## src/hdl/asd_pkg.sv

```systemverilog
// Shared types and constants of the accelerometer shake detector.
package asd_pkg;

    localparam int unsigned DATA_W  = 16;
    localparam int unsigned ACC_W   = 2 * DATA_W;
    localparam int unsigned CNT_W   = $clog2(DATA_W);

    localparam logic [DATA_W-1:0] RESET_THRESHOLD = 16'd4506;
    localparam logic [DATA_W-1:0] RESET_COOLDOWN  = 16'd900;
    localparam logic [DATA_W-1:0] ONE_G           = 16'd8192;
    localparam logic [DATA_W-1:0] COUNT_MAX       = 16'hFFFF;

    typedef enum logic [1:0] {
        KIND_SAMPLE = 2'd0,
        KIND_TICK   = 2'd1,
        KIND_TAKE   = 2'd2,
        KIND_NONE   = 2'd3
    } t_kind;

    typedef enum logic {
        CFG_THRESHOLD = 1'b0,
        CFG_COOLDOWN  = 1'b1
    } t_cfg_addr;

    typedef enum logic [2:0] {
        S_IDLE = 3'b001,
        S_CALC = 3'b010,
        S_DONE = 3'b100
    } t_state;

endpackage

```

## src/hdl/accel_shake_detector.sv

```systemverilog
// Top level of the accelerometer shake detector.
// A sample request passes from acceptance to its result through a bit-serial
// shift-add squarer (all three axes at once, one multiplier bit per cycle), a
// restoring square root (one root bit per cycle), and a handoff and commit.
// Tick and take requests go straight to the commit. The block holds one
// request at a time; a finished result sits in the output register, so the
// next request is accepted while that result waits to be taken.
module accel_shake_detector (
    input  logic                              i_clk,
    input  logic                              i_rst_n,
    input  logic                              i_cfg_we,
    input  logic                              i_cfg_addr,
    input  logic        [asd_pkg::DATA_W-1:0] i_cfg_data,
    input  logic                              i_in_valid,
    output logic                              o_in_stall,
    input  logic        [1:0]                 i_kind,
    input  logic signed [asd_pkg::DATA_W-1:0] i_accel_x,
    input  logic signed [asd_pkg::DATA_W-1:0] i_accel_y,
    input  logic signed [asd_pkg::DATA_W-1:0] i_accel_z,
    output logic                              o_out_valid,
    input  logic                              i_out_stall,
    output logic                              o_shake_detected,
    output logic                              o_event_taken,
    output logic        [asd_pkg::DATA_W-1:0] o_magnitude
);

    localparam int unsigned W = asd_pkg::DATA_W;

    asd_pkg::t_state   r_state, n_state;
    asd_pkg::t_kind    r_kind;

    logic [W-1:0] r_threshold;
    logic [W-1:0] r_cooldown;
    logic [W-1:0] r_last_mag, n_last_mag;
    logic [W-1:0] r_since_cnt, n_since_cnt;
    logic         r_pending, n_pending;

    logic         r_out_valid;
    logic         r_shake, n_shake;
    logic         r_taken, n_taken;
    logic [W-1:0] r_out_mag;

    logic         in_acc;
    logic         out_free;
    logic         commit;
    logic         mag_start;
    logic         mag_done;
    logic [W-1:0] new_mag;
    logic [W-1:0] delta;
    logic         detect;

    assign o_in_stall = (r_state != asd_pkg::S_IDLE);
    assign in_acc     = i_in_valid && !o_in_stall;
    assign out_free   = !r_out_valid || !i_out_stall;
    assign commit     = (r_state == asd_pkg::S_DONE) && out_free;
    assign mag_start  = in_acc && (asd_pkg::t_kind'(i_kind) == asd_pkg::KIND_SAMPLE);

    asd_mag u_mag (
        .i_clk   (i_clk),
        .i_rst_n (i_rst_n),
        .i_start (mag_start),
        .i_x     (i_accel_x),
        .i_y     (i_accel_y),
        .i_z     (i_accel_z),
        .o_done  (mag_done),
        .o_mag   (new_mag)
    );

    assign delta  = (new_mag >= r_last_mag) ? (new_mag - r_last_mag) : (r_last_mag - new_mag);
    assign detect = (r_kind == asd_pkg::KIND_SAMPLE) && (delta >= r_threshold)
                 && (r_since_cnt >= r_cooldown);

    always_comb begin
        n_state = r_state;
        unique case (r_state)
            asd_pkg::S_IDLE: begin
                if (in_acc) begin
                    n_state = mag_start ? asd_pkg::S_CALC : asd_pkg::S_DONE;
                end
            end
            asd_pkg::S_CALC: begin
                if (mag_done) begin
                    n_state = asd_pkg::S_DONE;
                end
            end
            asd_pkg::S_DONE: begin
                if (out_free) begin
                    n_state = asd_pkg::S_IDLE;
                end
            end
            default: n_state = asd_pkg::S_IDLE;
        endcase
    end

    always_comb begin
        n_last_mag  = r_last_mag;
        n_since_cnt = r_since_cnt;
        n_pending   = r_pending;
        n_shake     = 1'b0;
        n_taken     = 1'b0;
        unique case (r_kind)
            asd_pkg::KIND_SAMPLE: begin
                n_last_mag = new_mag;
                if (detect) begin
                    n_shake     = 1'b1;
                    n_pending   = 1'b1;
                    n_since_cnt = '0;
                end
            end
            asd_pkg::KIND_TICK: begin
                if (r_since_cnt != asd_pkg::COUNT_MAX) begin
                    n_since_cnt = r_since_cnt + 1'b1;
                end
            end
            asd_pkg::KIND_TAKE: begin
                n_taken   = r_pending;
                n_pending = 1'b0;
            end
            default: begin
                n_shake = 1'b0;
            end
        endcase
    end

    always_ff @(posedge i_clk) begin
        if (!i_rst_n) begin
            r_state     <= asd_pkg::S_IDLE;
            r_threshold <= asd_pkg::RESET_THRESHOLD;
            r_cooldown  <= asd_pkg::RESET_COOLDOWN;
            r_last_mag  <= asd_pkg::ONE_G;
            r_since_cnt <= '0;
            r_pending   <= 1'b0;
            r_out_valid <= 1'b0;
        end else begin
            r_state <= n_state;
            if (i_cfg_we) begin
                unique case (asd_pkg::t_cfg_addr'(i_cfg_addr))
                    asd_pkg::CFG_THRESHOLD: r_threshold <= i_cfg_data;
                    asd_pkg::CFG_COOLDOWN:  r_cooldown  <= i_cfg_data;
                    default:                r_threshold <= r_threshold;
                endcase
            end
            if (commit) begin
                r_last_mag  <= n_last_mag;
                r_since_cnt <= n_since_cnt;
                r_pending   <= n_pending;
                r_out_valid <= 1'b1;
            end else if (!i_out_stall) begin
                r_out_valid <= 1'b0;
            end
        end
    end

    always_ff @(posedge i_clk) begin
        if (in_acc) begin
            r_kind <= asd_pkg::t_kind'(i_kind);
        end
        if (commit) begin
            r_shake   <= n_shake;
            r_taken   <= n_taken;
            r_out_mag <= n_last_mag;
        end
    end

    assign o_out_valid      = r_out_valid;
    assign o_shake_detected = r_shake;
    assign o_event_taken    = r_taken;
    assign o_magnitude      = r_out_mag;

    a_done_in_calc: assert property (@(posedge i_clk) disable iff (!i_rst_n)
        mag_done |-> (r_state == asd_pkg::S_CALC))
        else $error("square root finished outside of calculation");

    a_shake_clears_count: assert property (@(posedge i_clk) disable iff (!i_rst_n)
        (commit && n_shake) |=> (r_since_cnt == '0) && r_pending)
        else $error("shake did not clear counter or set pending flag");

    a_out_matches_state: assert property (@(posedge i_clk) disable iff (!i_rst_n)
        r_out_valid |-> (r_out_mag == r_last_mag))
        else $error("result magnitude differs from stored magnitude");

    a_accept_leaves_idle: assert property (@(posedge i_clk) disable iff (!i_rst_n)
        in_acc |=> (r_state != asd_pkg::S_IDLE))
        else $error("request accepted but block stayed idle");

endmodule

```

## src/hdl/asd_mag.sv

```systemverilog
// Bit-serial sum of squares and restoring integer square root of a 3-axis sample.
module asd_mag (
    input  logic                              i_clk,
    input  logic                              i_rst_n,
    input  logic                              i_start,
    input  logic signed [asd_pkg::DATA_W-1:0] i_x,
    input  logic signed [asd_pkg::DATA_W-1:0] i_y,
    input  logic signed [asd_pkg::DATA_W-1:0] i_z,
    output logic                              o_done,
    output logic        [asd_pkg::DATA_W-1:0] o_mag
);

    localparam int unsigned W  = asd_pkg::DATA_W;
    localparam int unsigned AW = asd_pkg::ACC_W;
    localparam int unsigned CW = asd_pkg::CNT_W;
    localparam int unsigned RW = W + 2;

    function automatic logic [W-1:0] f_abs(input logic [W-1:0] v);
        logic [W-1:0] r;
        r = v[W-1] ? (~v + 1'b1) : v;
        return r;
    endfunction

    logic          r_busy, n_busy;
    logic          r_sq, n_sq;
    logic          r_done, n_done;
    logic [CW-1:0] r_cnt, n_cnt;
    logic [W-1:0]  r_mx, r_my, r_mz;
    logic [W-1:0]  r_bx, r_by, r_bz, n_bx, n_by, n_bz;
    logic [AW-1:0] r_acc, n_acc;
    logic [RW-1:0] r_rem, n_rem;
    logic [W-1:0]  r_root, n_root;

    logic [RW:0]   rem_sh;
    logic [RW:0]   trial;
    logic [RW:0]   diff;
    logic          last_step;

    assign rem_sh    = {r_rem[RW-2:0], r_acc[AW-1 -: 2]};
    assign trial     = {1'b0, r_root, 2'b01};
    assign diff      = rem_sh - trial;
    assign last_step = (r_cnt == CW'(W - 1));

    always_comb begin
        n_busy = r_busy;
        n_sq   = r_sq;
        n_done = 1'b0;
        n_cnt  = r_cnt;
        n_bx   = r_bx;
        n_by   = r_by;
        n_bz   = r_bz;
        n_acc  = r_acc;
        n_rem  = r_rem;
        n_root = r_root;
        if (i_start) begin
            n_busy = 1'b1;
            n_sq   = 1'b1;
            n_cnt  = '0;
            n_bx   = f_abs(i_x);
            n_by   = f_abs(i_y);
            n_bz   = f_abs(i_z);
            n_acc  = '0;
            n_rem  = '0;
            n_root = '0;
        end else if (r_busy) begin
            n_cnt = r_cnt + 1'b1;
            if (r_sq) begin
                n_acc = {r_acc[AW-2:0], 1'b0}
                      + {{W{1'b0}}, (r_bx[W-1] ? r_mx : {W{1'b0}})}
                      + {{W{1'b0}}, (r_by[W-1] ? r_my : {W{1'b0}})}
                      + {{W{1'b0}}, (r_bz[W-1] ? r_mz : {W{1'b0}})};
                n_bx  = {r_bx[W-2:0], 1'b0};
                n_by  = {r_by[W-2:0], 1'b0};
                n_bz  = {r_bz[W-2:0], 1'b0};
                if (last_step) begin
                    n_sq = 1'b0;
                end
            end else begin
                n_acc = {r_acc[AW-3:0], 2'b00};
                if (rem_sh >= trial) begin
                    n_rem  = diff[RW-1:0];
                    n_root = {r_root[W-2:0], 1'b1};
                end else begin
                    n_rem  = rem_sh[RW-1:0];
                    n_root = {r_root[W-2:0], 1'b0};
                end
                if (last_step) begin
                    n_busy = 1'b0;
                    n_done = 1'b1;
                end
            end
        end
    end

    always_ff @(posedge i_clk) begin
        if (!i_rst_n) begin
            r_busy <= 1'b0;
            r_sq   <= 1'b0;
            r_done <= 1'b0;
            r_cnt  <= '0;
        end else begin
            r_busy <= n_busy;
            r_sq   <= n_sq;
            r_done <= n_done;
            r_cnt  <= n_cnt;
        end
    end

    always_ff @(posedge i_clk) begin
        if (i_start) begin
            r_mx <= f_abs(i_x);
            r_my <= f_abs(i_y);
            r_mz <= f_abs(i_z);
        end
        r_bx   <= n_bx;
        r_by   <= n_by;
        r_bz   <= n_bz;
        r_acc  <= n_acc;
        r_rem  <= n_rem;
        r_root <= n_root;
    end

    assign o_done = r_done;
    assign o_mag  = r_root;

endmodule

```

## config.mk

```make
export PLATFORM = sky130hd
export DESIGN_NAME = accel_shake_detector
export DESIGN_NICKNAME = d
export VERILOG_FILES = /design/src/hdl/asd_pkg.sv /design/src/hdl/accel_shake_detector.sv /design/src/hdl/asd_mag.sv
export SDC_FILE = /design/constraint.sdc
export NUM_CORES = 1
export LEC_CHECK = 0
export ABC_AREA = 1
export BUFFER_PORTS_ARGS = -buffer_cell sky130_fd_sc_hd__buf_2
export CAP_MARGIN = 20
export CORE_ASPECT_RATIO = 0.75
export CORE_MARGIN = 1
export CORE_UTILIZATION = 36
export CTS_CLUSTER_SIZE = 28
export DETAILED_ROUTE_END_ITERATION = 8
export PLACE_DENSITY = 0.6
export SLEW_MARGIN = 5
export SYNTH_ARGS = -nofsm -noshare
export SYNTH_HDL_FRONTEND = slang
export SYNTH_SLANG_ARGS = --single-unit
```

## constraint.sdc

```tcl
create_clock -name i_clk -period 7.89 [get_ports i_clk]
set_clock_uncertainty 0.15 [all_clocks]
set_input_delay 1.1835 -clock i_clk [delete_from_list [all_inputs] [get_ports i_clk]]
set_output_delay 1.1835 -clock i_clk [all_outputs]
set_load 0.005 [all_outputs]
```

==> run_summary.xml <==
<?xml version="1.0" encoding="UTF-8"?>
<metrics>
  <group name="run_status">
    <metric name="run_status" unit="">finished, final reports clean</metric>
  </group>
  <group name="placement">
    <metric name="quantity_of_i_o_buffers_inserted_on_ports" unit="">91</metric>
    <metric name="gp_routability_congestion" unit="">0.8974</metric>
    <metric name="post-dp-hpwl" unit="mm">33.38</metric>
    <metric name="post-place-ws" unit="ns">3.253</metric>
  </group>
  <group name="yosys">
    <metric name="mappedNetlistArea" unit="sq um">16970</metric>
    <metric name="synth_top_area_cell" unit="">sky130_fd_sc_hd__edfxtp_1</metric>
    <metric name="post_synth.cell_area_avg" unit="sq um">7.486</metric>
    <metric name="netlist.area_leader.share" unit="%">20.53</metric>
    <metric name="yosys_warnings" unit="">0</metric>
    <metric name="synth.top_cells.by_area" unit="">sky130_fd_sc_hd__edfxtp_1 21%, sky130_fd_sc_hd__dfxtp_1 17%, sky130_fd_sc_hd__nand2_1 14%, sky130_fd_sc_hd__ha_1 7.6%, sky130_fd_sc_hd__inv_1 7.4%</metric>
    <metric name="synth.lib_cells_used.distinct" unit="">55</metric>
    <metric name="number_of_nets_produced_by_synthesis" unit="">2476</metric>
    <metric name="synthCells" unit="">2267</metric>
    <metric name="synth_sequential_area_ratio" unit="%">37.16</metric>
    <metric name="ys_ff_latch" unit="">257</metric>
  </group>
  <group name="floorplan">
    <metric name="die_height" unit="um">190.0</metric>
    <metric name="initial_core_util" unit="%">36.66</metric>
    <metric name="std_cell_rows" unit="">68</metric>
    <metric name="design.portCount" unit="">92</metric>
    <metric name="core_region_area" unit="sq um">46280</metric>
    <metric name="die-area" unit="sq um">48020</metric>
    <metric name="floorplan.die.width" unit="um">252.7</metric>
  </group>
  <group name="flow_run">
    <metric name="max-cap-violations" unit="">0</metric>
  </group>
  <group name="worst_setup_path">
    <metric name="critical_path.most_common_cell" unit="">sky130_fd_sc_hd__nand2_1</metric>
    <metric name="cp_max_fo" unit="">32</metric>
    <metric name="cp.required" unit="ns">8.19</metric>
    <metric name="timing.reg2reg.worst_path_depth" unit="">28</metric>
    <metric name="critical_path.endpoint_type" unit="">flip-flop</metric>
    <metric name="worstSetupStartpointType" unit="">flip-flop</metric>
    <metric name="r2r_end" unit="">r_since_cnt[15]$_SDFFE_PN0P_</metric>
    <metric name="rr_startpoint" unit="">u_mag.o_mag[0]$_SDFFE_PP0P_</metric>
    <metric name="timing.setup.critical_path_class" unit="">reg2reg</metric>
    <metric name="cp.arrival" unit="ns">4.99</metric>
    <metric name="ff2ff_setup_slack" unit="ns">3.20</metric>
    <metric name="worst_path_max_delay_cell" unit="">sky130_fd_sc_hd__nand2_2</metric>
    <metric name="delay_contributed_by_the_slowest_stage_of_the_critical_path" unit="ns">0.67</metric>
  </group>
  <group name="clock_network">
    <metric name="htree_num_levels" unit="">1</metric>
    <metric name="cts_num_sinks" unit="">257</metric>
    <metric name="cts_hold_buf" unit="">0</metric>
    <metric name="clk_pin_slew_worst_paths" unit="ns">0.06</metric>
    <metric name="source_to_sink_clock_delay_at_the_later_pin_of_the_worst_skew_pair" unit="ns">0.57</metric>
    <metric name="clock-root-buffer" unit="">sky130_fd_sc_hd__clkbuf_16</metric>
    <metric name="clock_path_buffers" unit="">3</metric>
    <metric name="cts_resized" unit="">0</metric>
    <metric name="postCtsSetupRepairBufs" unit="">0</metric>
    <metric name="cts_tree" unit="">done</metric>
    <metric name="cts_buffers" unit="">29</metric>
  </group>
  <group name="drt">
    <metric name="detail_route.drc_violations" unit="">0</metric>
    <metric name="num_vias" unit="">14640</metric>
    <metric name="number_of_drc_violations_after_detailed_routing_iteration_0" unit="">1172</metric>
    <metric name="drt-vias-per-instance" unit="">4.918</metric>
    <metric name="avg_wl_per_cell" unit="um">14.92</metric>
    <metric name="first_pass_iters" unit="">5</metric>
    <metric name="ant_nets" unit="">0</metric>
    <metric name="drt_wl_total" unit="mm">44.42</metric>
  </group>
  <group name="worst_hold_path">
    <metric name="hold_path.startpoint" unit="">r_cooldown[10]$_SDFFE_PN0P_</metric>
    <metric name="min-delay-path-class" unit="">reg2reg</metric>
    <metric name="holdPathEnd" unit="">r_cooldown[10]$_SDFFE_PN0P_</metric>
    <metric name="timing.hold.worst_path_depth" unit="">2</metric>
  </group>
  <group name="timing">
    <metric name="timing_worst_slew_pin_value" unit="ns">0.9316</metric>
    <metric name="fin_tns_setup" unit="ns">0</metric>
    <metric name="hold_viol" unit="">0</metric>
    <metric name="final_worst_setup_slack" unit="ns">3.198</metric>
    <metric name="rsz0062_at_grt" unit="">no</metric>
    <metric name="slew-limit-headroom" unit="%">37.81</metric>
    <metric name="finalWorstPathRequiredPeriod" unit="ns">4.692</metric>
    <metric name="timing.final.max_slew_violations" unit="">0</metric>
    <metric name="fmax" unit="GHz">0.2131</metric>
    <metric name="setup_viol_count_final" unit="">0</metric>
    <metric name="layout_worst_path_cycle_share" unit="%">59.46</metric>
  </group>
  <group name="grt">
    <metric name="grt_remaining_overflow" unit="">0</metric>
    <metric name="grt_pass1_vias" unit="">13520</metric>
    <metric name="grt_use_total" unit="%">18.19</metric>
    <metric name="grt_antenna_before_repair" unit="">0</metric>
    <metric name="grt_start_max_net_pins" unit="">66</metric>
    <metric name="global_route_wire_length_before_repair" unit="mm">70.91</metric>
  </group>
  <group name="power">
    <metric name="worst_vdd_drop" unit="V">0.0001438</metric>
    <metric name="power.static_leakage" unit="nW">8.909</metric>
    <metric name="cellPowerDensity" unit="nW/um^2">265.5</metric>
  </group>
  <group name="layout">
    <metric name="flow.area_growth_from_synthesis" unit="%">11.45</metric>
    <metric name="antennaDiodeCount" unit="">0</metric>
    <metric name="design.final.nets" unit="">2533</metric>
    <metric name="final_layout_size_suffix_gt1_share" unit="%">9.544</metric>
  </group>
</metrics>
==> metal layers <==
metal | wire (um) | track usage [%]
met4 | 648 | 3.147
met5 | 0 | 0
met2 | 17440 | 25.41
met3 | 2933 | 3.051
met1 | 23410 | 28.93
==> cell type report <==
type | count | area (sq um)
fill | 4733 | 27370
multi-input combinational | 1588 | 9001
sequential | 257 | 6306
inverter | 349 | 1313
clock buffer | 37 | 838.3
tap | 630 | 788.3
timing repair buffer | 99 | 535.5
clock inverter | 17 | 131.4
==> critical path, delay by kind of cell (launching register included) <==
family / cells / cell delay [ns]
fa+ha+maj: 3 / 0.86
compound gates: 2 / 0.24
flops: 1 / 0.34
buf+inv: 6 / 0.65
simple gates: 17 / 2.31
==> report_power, final <==
part | total (mW) | switching (mW) | internal [mW]
Clock | 1.37 | 0.580 | 0.786
Combinational | 2.03 | 1.32 | 0.705
Sequential | 1.63 | 0.100 | 1.53
Total | 5.02 | 2.00 | 3.02
==> sequential cells by signal, indices dropped and copies added (netlist names), 2 cells and up <==
name and count:
u_mag.r_rem 17, u_mag.r_mx 16, o_magnitude 16, r_threshold 16, u_mag.r_acc 32, r_since_cnt 16
u_mag.r_by 16, r_state 3, r_last_mag 16, u_mag.r_my 16, u_mag.o_mag 16, u_mag.r_bx 16
u_mag.r_bz 16, u_mag.r_cnt 4, u_mag.r_mz 16, r_cooldown 16, r_kind 2
==> cell usage in the layout, fill, tap and decap left out, types with 14 or more instances in the layout <==
cell type	instances
sky130_fd_sc_hd__o22ai_1	17
sky130_fd_sc_hd__nand2_1	648
sky130_fd_sc_hd__nand4_1	28
sky130_fd_sc_hd__edfxtp_1	116
sky130_fd_sc_hd__nor2_1	133
sky130_fd_sc_hd__buf_2	91
sky130_fd_sc_hd__xor2_1	67
sky130_fd_sc_hd__nand3_2	16
sky130_fd_sc_hd__o21ai_0	128
sky130_fd_sc_hd__dfxtp_1	141
sky130_fd_sc_hd__inv_1	336
sky130_fd_sc_hd__fa_1	34
sky130_fd_sc_hd__nor3_1	21
sky130_fd_sc_hd__a31oi_1	14
sky130_fd_sc_hd__nand3_1	110
sky130_fd_sc_hd__a21oi_1	150
sky130_fd_sc_hd__clkbuf_16	31
sky130_fd_sc_hd__ha_1	103
==> worst max path at each step <==
stage / depth (start not counted) / end / start / slack [ns]
2_1_floorplan: 20 / u_mag.r_acc[20]$_SDFFE_PP0P_ / u_mag.r_bz[15]$_DFFE_PP_ / 4.32
3_3_place_gp: 28 / r_since_cnt[15]$_SDFFE_PN0P_ / u_mag.o_mag[0]$_SDFFE_PP0P_ / 3.38
3_5_place_dp: 28 / r_since_cnt[15]$_SDFFE_PN0P_ / u_mag.o_mag[0]$_SDFFE_PP0P_ / 3.25
4_1_cts: 28 / r_since_cnt[15]$_SDFFE_PN0P_ / u_mag.o_mag[0]$_SDFFE_PP0P_ / 3.21
5_1_grt: 28 / r_since_cnt[15]$_SDFFE_PN0P_ / u_mag.o_mag[0]$_SDFFE_PP0P_ / 2.78
6_report: 28 / r_since_cnt[15]$_SDFFE_PN0P_ / u_mag.o_mag[0]$_SDFFE_PP0P_ / 3.20
==> cell families (layout without fill, tap and decap cells) <==
kind of cell    Yosys count  count (layout)  share of synthesized area, %
flops                   257             257                         37.16
simple gates            995             995                         24.84
fa+ha+maj               137             137                         11.61
compound gates          382             382                         12.66
xor+xnor                 74              74                         3.819
buf+inv                 422             502                         9.917
==> through the flow <==
| stage | hold slack (ns) | instances | power [mW] | area, sq um | util (%) |
|---|---|---|---|---|---|
| after floorplan | 0.2847 | 2267 | 3.151 | 16970 | - |
| after global placement | 0.3056 | 2922 | 3.603 | 17920 | 38.71 |
| after detailed placement | 0.3075 | 2922 | 3.640 | 17920 | 38.71 |
| after CTS | 0.3192 | 2976 | 5.029 | 18890 | 40.80 |
| after global routing | 0.3396 | 2977 | 5.375 | 18910 | 40.86 |
| final | 0.3180 | 2977 | 5.021 | 18910 | 40.86 |
==> cell usage after synthesis, drive strengths merged <==
master,instances
a211o,1
a21boi,2
a21o,12
a21oi,163
a22oi,1
a311oi,1
a31o,1
a31oi,15
a32oi,1
and2,1
and3,1
buf,28
clkbuf,45
clkinv,3
dfxtp,141
edfxtp,116
fa,34
ha,103
inv,346
nand2,660
nand3,126
nand3b,5
nand4,28
nor2,140
nor3,25
nor3b,1
nor4,3
o2111ai,1
o211a,1
o211ai,12
o21a,3
o21ai,141
o21bai,10
o22ai,17
or2,5
xnor2,7
xor2,67
Note: power is estimated with default switching activity, not from simulation.
